**src/rtl/core/assert_macros.svh**
```systemverilog
// Assertion macros used by the RTL of the pulse-pair frame transmitter.
// Depends on nothing; include by bare file name where assertions are written.
`ifndef ASSERT_MACROS_SVH
`define ASSERT_MACROS_SVH

// Same-cycle implication, disabled while reset is high.
`define PPFT_ASSERT_NOW(label, clk, rst, ante, cons, msg) \
   label: assert property (@(posedge clk) disable iff (rst) (ante) |-> (cons)) \
      else $error(msg);

// Next-cycle implication, disabled while reset is high.
`define PPFT_ASSERT_NEXT(label, clk, rst, ante, cons, msg) \
   label: assert property (@(posedge clk) disable iff (rst) (ante) |=> (cons)) \
      else $error(msg);

`endif

```
**src/rtl/core/ppft_pkg.sv**
```systemverilog
// Package of the pulse-pair frame transmitter: widths, register indexes,
// reset values, shared structs and helper functions. Depends on nothing.
package ppft_pkg;

   // Fixed field widths
   localparam int SYS_CODE_W  = 14;
   localparam int TICKS_W     = 16;
   localparam int VALUE_W     = 30;
   localparam int TYPE_W      = 4;
   localparam int REPEAT_W    = 8;
   localparam int CSR_IDX_W   = 3;
   localparam int CSR_DATA_W  = 16;

   // Widest frame fields the parameters may ask for
   localparam int CODE_MAX_W  = 32;
   localparam int VALUE_MAX_W = 32;
   localparam int TYPE_MAX_W  = 8;

   // Default frame layout
   localparam int DEF_CODE_BITS  = 14;
   localparam int DEF_VALUE_BITS = 30;
   localparam int DEF_TYPE_BITS  = 4;

   // Register indexes
   localparam logic [CSR_IDX_W-1:0] CSR_SYSTEM_CODE = 3'd0;
   localparam logic [CSR_IDX_W-1:0] CSR_HIGH_TICKS  = 3'd1;
   localparam logic [CSR_IDX_W-1:0] CSR_SHORT_LOW   = 3'd2;
   localparam logic [CSR_IDX_W-1:0] CSR_LONG_LOW    = 3'd3;
   localparam logic [CSR_IDX_W-1:0] CSR_END_LOW     = 3'd4;

   // Register reset values
   localparam logic [TICKS_W-1:0] RST_HIGH_TICKS = 16'd650;
   localparam logic [TICKS_W-1:0] RST_SHORT_LOW  = 16'd2024;
   localparam logic [TICKS_W-1:0] RST_LONG_LOW   = 16'd4301;
   localparam logic [TICKS_W-1:0] RST_END_LOW    = 16'd8602;

   // Request commands
   localparam logic CMD_TICK  = 1'b0;
   localparam logic CMD_START = 1'b1;

   typedef struct packed {
      logic [TICKS_W-1:0] high_ticks;
      logic [TICKS_W-1:0] short_low_ticks;
      logic [TICKS_W-1:0] long_low_ticks;
      logic [TICKS_W-1:0] end_low_ticks;
   } timing_type;

   typedef struct packed {
      logic                command;
      logic                positive;
      logic [VALUE_W-1:0]  value;
      logic [TYPE_W-1:0]   type_bits;
      logic [REPEAT_W-1:0] repeat_count;
   } req_type;

   typedef struct packed {
      logic line_level;
      logic busy_res;
      logic start_refused;
   } rsp_type;

   // A phase length of zero counts as one tick.
   function automatic logic [TICKS_W-1:0] phase_len(input logic [TICKS_W-1:0] v);
      return (v == '0) ? TICKS_W'(1) : v;
   endfunction

endpackage

```
**src/rtl/core/pulse_pair_frame_transmitter.sv**
```systemverilog
// Pulse-pair frame transmitter: each request beat taken in has its result
// beat appear from the result register on the next clock. The block takes a
// request beat in every cycle unless that register holds an untaken result
// beat and rsp_stall is high; the only limit is this one result register.
// A start beat latches a frame (system code, type bits, sign flag, value, MSB
// first) and sends it repeat_count times; tick beats advance time by one. Each
// result beat reports the line level, busy, and whether the start was refused.
// Depends on ppft_pkg, ppft_csr, ppft_seq and assert_macros.svh.
`include "assert_macros.svh"

module pulse_pair_frame_transmitter #(
   parameter int CODE_BITS  = ppft_pkg::DEF_CODE_BITS,
   parameter int VALUE_BITS = ppft_pkg::DEF_VALUE_BITS,
   parameter int TYPE_BITS  = ppft_pkg::DEF_TYPE_BITS
) (
   input  logic                            clock,
   input  logic                            reset,
   // request channel
   input  logic                            req_valid,
   output logic                            req_stall,
   input  logic                            req_command,
   input  logic                            req_positive,
   input  logic [ppft_pkg::VALUE_W-1:0]    req_value,
   input  logic [ppft_pkg::TYPE_W-1:0]     req_type_bits,
   input  logic [ppft_pkg::REPEAT_W-1:0]   req_repeat_count,
   // result channel
   output logic                            rsp_valid,
   input  logic                            rsp_stall,
   output logic                            rsp_line_level,
   output logic                            rsp_busy_res,
   output logic                            rsp_start_refused,
   // configuration write channel
   input  logic                            csr_valid,
   output logic                            csr_ready,
   input  logic [ppft_pkg::CSR_IDX_W-1:0]  csr_index,
   input  logic [ppft_pkg::CSR_DATA_W-1:0] csr_wdata
);
   import ppft_pkg::*;

   logic                  rsp_valid_ff, rsp_valid_in;
   rsp_type               rsp_ff;
   rsp_type               seq_rsp;
   req_type               req;
   timing_type            timing;
   logic [SYS_CODE_W-1:0] system_code;
   logic                  req_accept;

   // Hold the request side only while a result beat is stuck in the register
   assign req_stall  = rsp_valid_ff && rsp_stall;
   assign req_accept = req_valid && !req_stall;

   assign req.command      = req_command;
   assign req.positive     = req_positive;
   assign req.value        = req_value;
   assign req.type_bits    = req_type_bits;
   assign req.repeat_count = req_repeat_count;

   ppft_csr u_csr (
      .clock       (clock),
      .reset       (reset),
      .csr_valid   (csr_valid),
      .csr_ready   (csr_ready),
      .csr_index   (csr_index),
      .csr_wdata   (csr_wdata),
      .system_code (system_code),
      .timing      (timing)
   );

   ppft_seq #(
      .CODE_BITS  (CODE_BITS),
      .VALUE_BITS (VALUE_BITS),
      .TYPE_BITS  (TYPE_BITS)
   ) u_seq (
      .clock       (clock),
      .reset       (reset),
      .step        (req_accept),
      .req         (req),
      .system_code (system_code),
      .timing      (timing),
      .rsp         (seq_rsp)
   );

   // Load a new result on every accepted request; keep a stalled one
   assign rsp_valid_in = req_accept || (rsp_valid_ff && rsp_stall);

   always_ff @(posedge clock) begin
      if (reset) begin
         rsp_valid_ff <= 1'b0;
      end else begin
         rsp_valid_ff <= rsp_valid_in;
      end
   end

   always_ff @(posedge clock) begin
      if (req_accept) begin
         rsp_ff <= seq_rsp;
      end
   end

   assign rsp_valid         = rsp_valid_ff;
   assign rsp_line_level    = rsp_ff.line_level;
   assign rsp_busy_res      = rsp_ff.busy_res;
   assign rsp_start_refused = rsp_ff.start_refused;

   // A refused start leaves the transmission running
   `PPFT_ASSERT_NOW(a_refused_busy, clock, reset, rsp_valid_ff && rsp_ff.start_refused, rsp_ff.busy_res, "refused start reported while idle")
   // The line only goes high during a transmission
   `PPFT_ASSERT_NOW(a_line_busy, clock, reset, rsp_valid_ff && rsp_ff.line_level, rsp_ff.busy_res, "line high while idle")
   // An accepted request always produces a result beat next cycle
   `PPFT_ASSERT_NEXT(a_accept_rsp, clock, reset, req_accept, rsp_valid_ff, "accepted request without result beat")

endmodule

```
**src/rtl/core/ppft_csr.sv**
```systemverilog
// Configuration registers of the pulse-pair frame transmitter.
// Depends on ppft_pkg.
module ppft_csr (
   input  logic                                clock,
   input  logic                                reset,
   input  logic                                csr_valid,
   output logic                                csr_ready,
   input  logic [ppft_pkg::CSR_IDX_W-1:0]      csr_index,
   input  logic [ppft_pkg::CSR_DATA_W-1:0]     csr_wdata,
   output logic [ppft_pkg::SYS_CODE_W-1:0]     system_code,
   output ppft_pkg::timing_type                timing
);
   import ppft_pkg::*;

   logic [SYS_CODE_W-1:0] system_code_ff, system_code_in;
   timing_type            timing_ff, timing_in;

   assign csr_ready = 1'b1;

   always_comb begin
      system_code_in = system_code_ff;
      timing_in      = timing_ff;
      if (csr_valid) begin
         unique case (csr_index)
            CSR_SYSTEM_CODE: system_code_in = csr_wdata[SYS_CODE_W-1:0];
            CSR_HIGH_TICKS:  timing_in.high_ticks      = csr_wdata[TICKS_W-1:0];
            CSR_SHORT_LOW:   timing_in.short_low_ticks = csr_wdata[TICKS_W-1:0];
            CSR_LONG_LOW:    timing_in.long_low_ticks  = csr_wdata[TICKS_W-1:0];
            CSR_END_LOW:     timing_in.end_low_ticks   = csr_wdata[TICKS_W-1:0];
            default: ;
         endcase
      end
   end

   always_ff @(posedge clock) begin
      if (reset) begin
         system_code_ff            <= '0;
         timing_ff.high_ticks      <= RST_HIGH_TICKS;
         timing_ff.short_low_ticks <= RST_SHORT_LOW;
         timing_ff.long_low_ticks  <= RST_LONG_LOW;
         timing_ff.end_low_ticks   <= RST_END_LOW;
      end else begin
         system_code_ff <= system_code_in;
         timing_ff      <= timing_in;
      end
   end

   assign system_code = system_code_ff;
   assign timing      = timing_ff;

endmodule

```
**src/rtl/core/ppft_seq.sv**
```systemverilog
// Symbol sequencer of the pulse-pair frame transmitter: frame latch, phase
// counter and one-step next-state logic. Depends on ppft_pkg.
module ppft_seq #(
   parameter int CODE_BITS  = ppft_pkg::DEF_CODE_BITS,
   parameter int VALUE_BITS = ppft_pkg::DEF_VALUE_BITS,
   parameter int TYPE_BITS  = ppft_pkg::DEF_TYPE_BITS
) (
   input  logic                            clock,
   input  logic                            reset,
   input  logic                            step,
   input  ppft_pkg::req_type               req,
   input  logic [ppft_pkg::SYS_CODE_W-1:0] system_code,
   input  ppft_pkg::timing_type            timing,
   output ppft_pkg::rsp_type               rsp
);
   import ppft_pkg::*;

   localparam int FRAME_LEN = CODE_BITS + TYPE_BITS + 1 + VALUE_BITS;
   localparam int POS_W     = $clog2(FRAME_LEN + 1);
   localparam int IDX_W     = $clog2(FRAME_LEN);

   logic [FRAME_LEN-1:0] frame_ff, frame_in;
   logic [POS_W-1:0]     bit_position_ff, bit_position_in;
   logic                 second_half_ff, second_half_in;
   logic                 in_low_phase_ff, in_low_phase_in;
   logic                 in_end_marker_ff, in_end_marker_in;
   logic [TICKS_W-1:0]   ticks_left_ff, ticks_left_in;
   logic [REPEAT_W-1:0]  repeats_left_ff, repeats_left_in;
   logic                 active_ff, active_in;

   logic [CODE_MAX_W-1:0]  code_ext;
   logic [VALUE_MAX_W-1:0] value_ext;
   logic [TYPE_MAX_W-1:0]  type_ext;
   logic [IDX_W-1:0]       sel_idx;
   logic                   cur_bit;
   logic                   symbol;
   logic [TICKS_W-1:0]     ticks_dec;
   logic [POS_W-1:0]       pos_inc;
   logic [REPEAT_W-1:0]    reps_dec;
   logic                   refused;

   assign code_ext  = CODE_MAX_W'(system_code);
   assign value_ext = VALUE_MAX_W'(req.value);
   assign type_ext  = TYPE_MAX_W'(req.type_bits);

   // Frame position p sits at vector bit FRAME_LEN-1-p
   assign sel_idx   = IDX_W'(FRAME_LEN - 1) - bit_position_ff[IDX_W-1:0];
   assign cur_bit   = (bit_position_ff < POS_W'(FRAME_LEN)) ? frame_ff[sel_idx] : 1'b0;
   assign symbol    = cur_bit ^ second_half_ff;
   assign ticks_dec = ticks_left_ff - TICKS_W'(ticks_left_ff != '0);
   assign pos_inc   = bit_position_ff + POS_W'(1);
   assign reps_dec  = repeats_left_ff - REPEAT_W'(repeats_left_ff != '0);

   always_comb begin
      frame_in         = frame_ff;
      bit_position_in  = bit_position_ff;
      second_half_in   = second_half_ff;
      in_low_phase_in  = in_low_phase_ff;
      in_end_marker_in = in_end_marker_ff;
      ticks_left_in    = ticks_left_ff;
      repeats_left_in  = repeats_left_ff;
      active_in        = active_ff;
      refused          = 1'b0;
      if (step) begin
         if (req.command == CMD_START) begin
            if (active_ff) begin
               refused = 1'b1;
            end else if (req.repeat_count != '0) begin
               frame_in = {code_ext[CODE_BITS-1:0], type_ext[TYPE_BITS-1:0],
                           req.positive, value_ext[VALUE_BITS-1:0]};
               repeats_left_in  = req.repeat_count;
               active_in        = 1'b1;
               bit_position_in  = '0;
               second_half_in   = 1'b0;
               in_end_marker_in = 1'b0;
               in_low_phase_in  = 1'b0;
               ticks_left_in    = phase_len(timing.high_ticks);
            end
         end else if (active_ff) begin
            ticks_left_in = ticks_dec;
            if (ticks_dec == '0) begin
               if (!in_low_phase_ff) begin
                  // High pulse done: open the low gap
                  in_low_phase_in = 1'b1;
                  priority if (in_end_marker_ff)
                     ticks_left_in = phase_len(timing.end_low_ticks);
                  else if (symbol)
                     ticks_left_in = phase_len(timing.short_low_ticks);
                  else
                     ticks_left_in = phase_len(timing.long_low_ticks);
               end else if (in_end_marker_ff) begin
                  // Frame gap done: repeat or drop to idle
                  repeats_left_in  = reps_dec;
                  bit_position_in  = '0;
                  second_half_in   = 1'b0;
                  in_end_marker_in = 1'b0;
                  in_low_phase_in  = 1'b0;
                  if (reps_dec == '0) begin
                     active_in     = 1'b0;
                     ticks_left_in = '0;
                  end else begin
                     ticks_left_in = phase_len(timing.high_ticks);
                  end
               end else begin
                  // Symbol gap done: advance half or bit, then a new high pulse
                  if (!second_half_ff) begin
                     second_half_in = 1'b1;
                  end else begin
                     second_half_in  = 1'b0;
                     bit_position_in = pos_inc;
                     if (pos_inc >= POS_W'(FRAME_LEN)) begin
                        in_end_marker_in = 1'b1;
                     end
                  end
                  in_low_phase_in = 1'b0;
                  ticks_left_in   = phase_len(timing.high_ticks);
               end
            end
         end
      end
   end

   always_ff @(posedge clock) begin
      if (reset) begin
         bit_position_ff  <= '0;
         second_half_ff   <= 1'b0;
         in_low_phase_ff  <= 1'b0;
         in_end_marker_ff <= 1'b0;
         ticks_left_ff    <= '0;
         repeats_left_ff  <= '0;
         active_ff        <= 1'b0;
      end else begin
         bit_position_ff  <= bit_position_in;
         second_half_ff   <= second_half_in;
         in_low_phase_ff  <= in_low_phase_in;
         in_end_marker_ff <= in_end_marker_in;
         ticks_left_ff    <= ticks_left_in;
         repeats_left_ff  <= repeats_left_in;
         active_ff        <= active_in;
      end
   end

   always_ff @(posedge clock) begin
      frame_ff <= frame_in;
   end

   assign rsp.line_level    = active_in && !in_low_phase_in;
   assign rsp.busy_res      = active_in;
   assign rsp.start_refused = refused;

endmodule
```
**config.mk**
```make
export PLATFORM = sky130hd
export DESIGN_NAME = pulse_pair_frame_transmitter
export DESIGN_NICKNAME = d
export VERILOG_FILES = /design/src/rtl/core/ppft_pkg.sv /design/src/rtl/core/pulse_pair_frame_transmitter.sv /design/src/rtl/core/ppft_csr.sv /design/src/rtl/core/ppft_seq.sv
export VERILOG_INCLUDE_DIRS = /design/src /design/src/rtl/core
export SDC_FILE = /design/constraint.sdc
export NUM_CORES = 1
export LEC_CHECK = 0
export BUFFER_PORTS_ARGS = -buffer_cell sky130_fd_sc_hd__buf_4
export CAP_MARGIN = 15
export CORE_MARGIN = 1
export CORE_UTILIZATION = 60
export CTS_BUF_LIST = sky130_fd_sc_hd__clkbuf_8 sky130_fd_sc_hd__clkbuf_16
export CTS_CLUSTER_DIAMETER = 40
export DETAILED_ROUTE_END_ITERATION = 8
export HOLD_SLACK_MARGIN = 0.1
export MAX_ROUTING_LAYER = met4
export PLACE_DENSITY = 0.79
export SLEW_MARGIN = 20
export SYNTH_ARGS = -nofsm -noshare
export SYNTH_HDL_FRONTEND = slang
export SYNTH_SLANG_ARGS = --single-unit
```
**constraint.sdc**
```tcl
create_clock -name clock -period 4.3 [get_ports clock]
set_input_delay 0.86 -clock clock [delete_from_list [all_inputs] [get_ports clock]]
set_output_delay 0.86 -clock clock [all_outputs]
set_load 0.02 [all_outputs]
```
# Yosys cells after proc, flatten, opt, wreduce, memory -nomap -nowiden
# Cells that the tools add are included.
# totals
input_bits	68
register_bits	165
word_cells	127
out_inout_bits	6
# op_classes
addsub	4
n_eq_ne	5
magnitude_cmp	3
bitwise_logic	2
n_reduce_logical	32
muxes	64
# ops
operator	count
$mux W16	14
$logic_not A16 Y1	5
$mux W8	7
$mux W6	8
$mux W1	34
$reduce_bool A16 Y1	1
$reduce_bool A8 Y1	2
$sub A16 B1 Y16	1
$reduce_and A7 Y1	2
$reduce_and A2 Y1	5
$reduce_bool A2 Y1	5
$logic_not A8 Y1	1
$reduce_and A4 Y1	2
$sub A8 B1 Y8	1
$lt A6 B7 Y1 const B	1
$add A6 B1 Y6 const B	1
$bmux W1 S6	1
$eq A3 B2 Y1 const B	2
$ge A6 B6 Y1 const B	1
$lt A6 B6 Y1 const B	1
$reduce_and A6 Y1	1
$sub A6 B6 Y6 const A	1
$eq A3 B1 Y1 const B	1
$eq A3 B3 Y1 const B	1
other kinds (8)	11

# Depth between registers and ports, before layout
# depth
word_depth	11
mapped_depth	15
ltp_nobuf	13

# Hierarchy
# A second synthesis with hierarchy kept.
# unflattened
hier_cells	893
hier_area_um2	8774.7
# modules_own_cells
mod	n_inst	cells_each	area_per_inst_um2
ppft_seq	1	589	5480.3
ppft_csr	1	296	3158.0
pulse_pair_frame_transmitter	1	8	136.4

# Least setup slack after synthesis
# No wires, ideal clock.
# synth_path
path_type	register to register
start	reg u_seq.ticks_left_ff[3]
end	reg u_seq.in_end_marker_ff
slack_ns	0.367
setup_ns	0.070
synth_period_minus_slack_ns	3.933
arrival_ns	3.863
path_buffers	2
t_required_ns	4.230
stages_incl_launch_ff	15
cell_sequence	dfxtp_1 > buf_4 > or4_1 > or4_1 > ha_1 > ha_1 > or3b_2 > nor4_1 > a211o_1 > buf_4 > nand2_2 > nor3_4 > o21ai_2 > or4b_1 > a21oi_1
# synth_via
elab_chain_len	5
# synth_rtl
element	line_no	source
start: declaration	ppft_seq.sv:27	logic [TICKS_W-1:0] ticks_left_ff, ticks_left_in;
start signal: assignment	ppft_seq.sv:137	ticks_left_ff <= ticks_left_in;
$reduce_bool A16 Y1	ppft_seq.sv:50	assign ticks_dec = ticks_left_ff - TICKS_W'(ticks_left_ff != '0);
$sub A16 B1 Y16 *	ppft_seq.sv:50	
$logic_not A16 Y1 *	ppft_seq.sv:81	if (ticks_dec == '0) begin
$reduce_bool A2 Y1 (no line) *	n/a	
$reduce_and A6 Y1 (no line) *	n/a	
end signal: assignment	ppft_seq.sv:136	in_end_marker_ff <= in_end_marker_in;
end: declaration	ppft_seq.sv:26	logic in_end_marker_ff, in_end_marker_in;
# Mark *: on every way between the ends. The rest lies on a longest branch, timed or not.
# A chain may end at the register's enable or synchronous reset.

# Worst setup path in the final report
# layout_path
start	reg u_seq.ticks_left_ff[15]
end	reg u_seq.repeats_left_ff[5]
# layout_via
elab_chain_len	5
# layout_rtl
element	line_no	source
$reduce_bool A16 Y1	ppft_seq.sv:50	
$sub A16 B1 Y16 *	ppft_seq.sv:50	
$logic_not A16 Y1 *	ppft_seq.sv:81	
$reduce_bool A2 Y1 (no line) *	n/a	
$reduce_and A7 Y1 (no line) *	n/a	
end signal: assignment	ppft_seq.sv:138	repeats_left_ff <= repeats_left_in;
end: declaration	ppft_seq.sv:28	logic [REPEAT_W-1:0] repeats_left_ff, repeats_left_in;
# Marks and branches as above.

==> out/metrics.cfg <==
[clock_tree]
h-tree-depth = 4
cts.sinks = 165
post-cts-setup-buffers = 0
clk_latency_ns = 0.43
cts_made_buffers = 17
ctsHoldBuffers = 0
cts_tree = done
cts_resized = 0
clkTransAtPathRegs_ns = 0.07
clockRootBuffer = clkbuf_16
clock_path_buffers = 2

[drt]
wl_mm = 22.0
postRouteAntennaNets = 0
via_per_inst = 6.27
wire_per_inst_um = 19.0
drt_pre_antenna_iters = 6
drc_errors = 0
drtIter0Drc = 688
vias = 7260

[logic_synthesis]
synth_cells = 907
synth_top_area_frac = 0.275
yosysMostFrequentCell = nand2_1
synthFlopType = dfxtp_1
synth.distinct_cells = 85
avgSynthCellArea_um2 = 9.07
synth_seq_cells = 165
yosys_warnings = 0
async_flop_share = 0
yosys.area.top_type = dfxtp_1
synth-edff-count = 52
synthTopCellsByCount = 203 x nand2_1, 113 x dfxtp_1, 76 x a21oi_1
seq_area_frac_synth = 0.465
syn_nets = 983
synth_area_leaders = dfxtp_1 28%, edfxtp_1 19%, nand2_1 9.3%
synth_area_mm2 = 0.00823

[critical_path]
required_ns = 4.65
slowest_stage = or4_1
crit_top_cell = or4_1
criticalPathCategory = flop to flop
path_cells = or4_1, or4_1, ha_1, ha_1, or3b_2, nor4_1, a211o_1, nand2_2, nor3_4, nand4_1, or4_1, a31oi_1
reg2regPathDepth = 12
crit_start = u_seq.ticks_left_ff[15]$_SDFFE_PP0P_
rrSetupSlack_ns = 0.23
timing.rr.end = u_seq.repeats_left_ff[5]$_SDFFE_PP0P_
arrival_ns = 4.42
crit_path_max_incr_delay_ns = 0.53
worst_setup_path_end_kind = flop
crit_path_start_kind = flop
cp-endpoint = u_seq.repeats_left_ff[5]$_SDFFE_PP0P_
worstPathMaxFanout = 7
r2r-start = u_seq.ticks_left_ff[15]$_SDFFE_PP0P_

[timing]
clock.fmax_mhz = 245
timing.final.crit_share = 0.947
rsz0062_at_grt = no
relSlewSlack = 0.273
hold_viol = 0
clock_skew_ns = 0.0110
finalSetupTns_ns = 0
fin_crit_ns = 4.07
worstMarginPinSlew_ns = 1.09
setup_violations = 0
drv_slew = 0

[global_route]
grt_antenna_before_repair = 0
grt_pass1_wl_mm = 35.0
track_usage = 0.330
globalRouteOverflowTotal = 0
grt_pass1_vias = 6837
grt_max_degree = 59

[power_and_ir_drop]
p_leak_nw = 3.55
vdd_drop_max_uv = 300
powerDensity_mw_per_mm2 = 410
finalPower_w = 0.00391

[die]
start_util = 0.619
core_mm2 = 0.0133
die_h_um = 119
ios = 74
rows = 42
die_w_um = 119
die_area_mm2 = 0.0142

[run]
cap_viol_max_count = 0

[run_status]
outcome = finished clean

[layout]
antenna_cells = 0
nets = 1044
multi_input_area_mm2 = 0.00404
n_fill_cell = 1032
drive_gt1_frac = 0.180
area_growth_pct = 15.9
layout.area.seq_mm2 = 0.00382

[place]
dp_hpwl_mm = 15.4
gp_congestion = 0.990
port-buffer-count = 72

[hold_path]
min_path_type = flop to flop

==> cells by family (layout without fill, tap and decap cells) <==
family / count (synthesis) / count (layout) / synth area share
buffers and inverters: 86 / 160 / 0.0469
AND/OR/NAND/NOR: 391 / 391 / 0.225
multiplexers: 37 / 37 / 0.0651
XOR/XNOR: 16 / 16 / 0.0179
other: 1 / 1 / 0.000456
adder cells (fa/ha/maj): 8 / 8 / 0.0122
flip-flops: 165 / 165 / 0.465
AO/OA/AOI/OAI: 203 / 203 / 0.168
==> report_power, final <==
part / switching, W / total [W] / internal, W
logic: 0.000425 / 0.000709 / 0.000284
clock network: 0.000693 / 0.00149 / 0.000801
registers: 0.0000383 / 0.00171 / 0.00167
==> sequential cells by signal (all words and copies together) (netlist names), 6 cells and up <==
name                   count
u_csr.timing              64
u_seq.frame_ff            49
u_seq.ticks_left_ff       16
u_csr.system_code         14
u_seq.repeats_left_ff      8
u_seq.bit_position_ff      6
==> worst max-delay path, delay by kind of cell (launching register included) <==
family                   cells  cell delay (ns)
AO/OA/AOI/OAI                2             0.37
flip-flops                   1             0.34
AND/OR/NAND/NOR              8             2.69
adder cells (fa/ha/maj)      2             0.58
==> worst min-delay path by stage <==
| stage | startpoint | end | slack [ns] | cells past startpoint |
|---|---|---|---|---|
| after floorplan | u_csr.system_code[0]$_SDFFE_PP0P_ | u_seq.frame_ff[35]$_DFFE_PP_ | 0.41 | 0 |
| after global placement | u_csr.system_code[12]$_SDFFE_PP0P_ | u_seq.frame_ff[47]$_DFFE_PP_ | 0.41 | 0 |
| after detailed placement | u_csr.system_code[8]$_SDFFE_PP0P_ | u_seq.frame_ff[43]$_DFFE_PP_ | 0.41 | 0 |
| after CTS | u_csr.system_code[8]$_SDFFE_PP0P_ | u_seq.frame_ff[43]$_DFFE_PP_ | 0.43 | 0 |
| after global routing | u_csr.system_code[8]$_SDFFE_PP0P_ | u_seq.frame_ff[43]$_DFFE_PP_ | 0.44 | 0 |
| final | u_csr.system_code[8]$_SDFFE_PP0P_ | u_seq.frame_ff[43]$_DFFE_PP_ | 0.43 | 0 |
==> area by class of cell <==
| cell class | count | share of cell area |
|---|---|---|
| Multi-Input combinational cell | 656 | 0.424 |
| Sequential cell | 165 | 0.401 |
| Timing Repair Buffer | 102 | 0.0803 |
| Clock buffer | 18 | 0.0472 |
| Tap cell | 176 | 0.0231 |
| Clock inverter | 14 | 0.0144 |
| Inverter | 26 | 0.0102 |
==> per-stage QoR <==
stage | util | cell area [um^2] | hold WS (ns) | instances | setup WS [ns]
2_1_floorplan | - | 8230 | 0.408 | 907 | 0.367
5_1_grt | 0.717 | 9540 | 0.439 | 1157 | 0.00562
6_report | 0.717 | 9540 | 0.433 | 1157 | 0.227
3_3_place_gp | 0.672 | 8930 | 0.411 | 1125 | 0.290
4_1_cts | 0.716 | 9520 | 0.430 | 1157 | 0.196
3_5_place_dp | 0.672 | 8930 | 0.412 | 1125 | 0.234
==> metal layers <==
layer | vias up | wire [um] | global-route usage | share of wire
met4 | 0 | 608 | 0.122 | 0.028
met3 | 51 | 2000 | 0.0747 | 0.091
met5 | - | 0 | - | 0
met2 | 357 | 10300 | 0.503 | 0.47
li1 | 3436 | - | - | -
met1 | 3416 | 9040 | 0.431 | 0.41
==> layout by cell type, fill, tap and decap left out, types with 6 or more instances in the layout <==
cell type    n
nor4_1      20
nand4_1      8
edfxtp_1    52
buf_4      102
inv_6        6
nor2_1      41
xnor2_1     10
nand2_1    203
mux2i_1     16
mux2_2       7
dfxtp_1    113
and3_1       8
o2111ai_1    8
o21ai_0     23
or4_1       10
nand3_1     38
ha_1         8
clkbuf_16   18
nor2b_1      6
a31oi_1      6
a221oi_1     6
inv_1       24
nor3_1      15
a21oi_1     76
o31ai_1     12
mux4_2      12
Power figures use the tool's default switching activity.
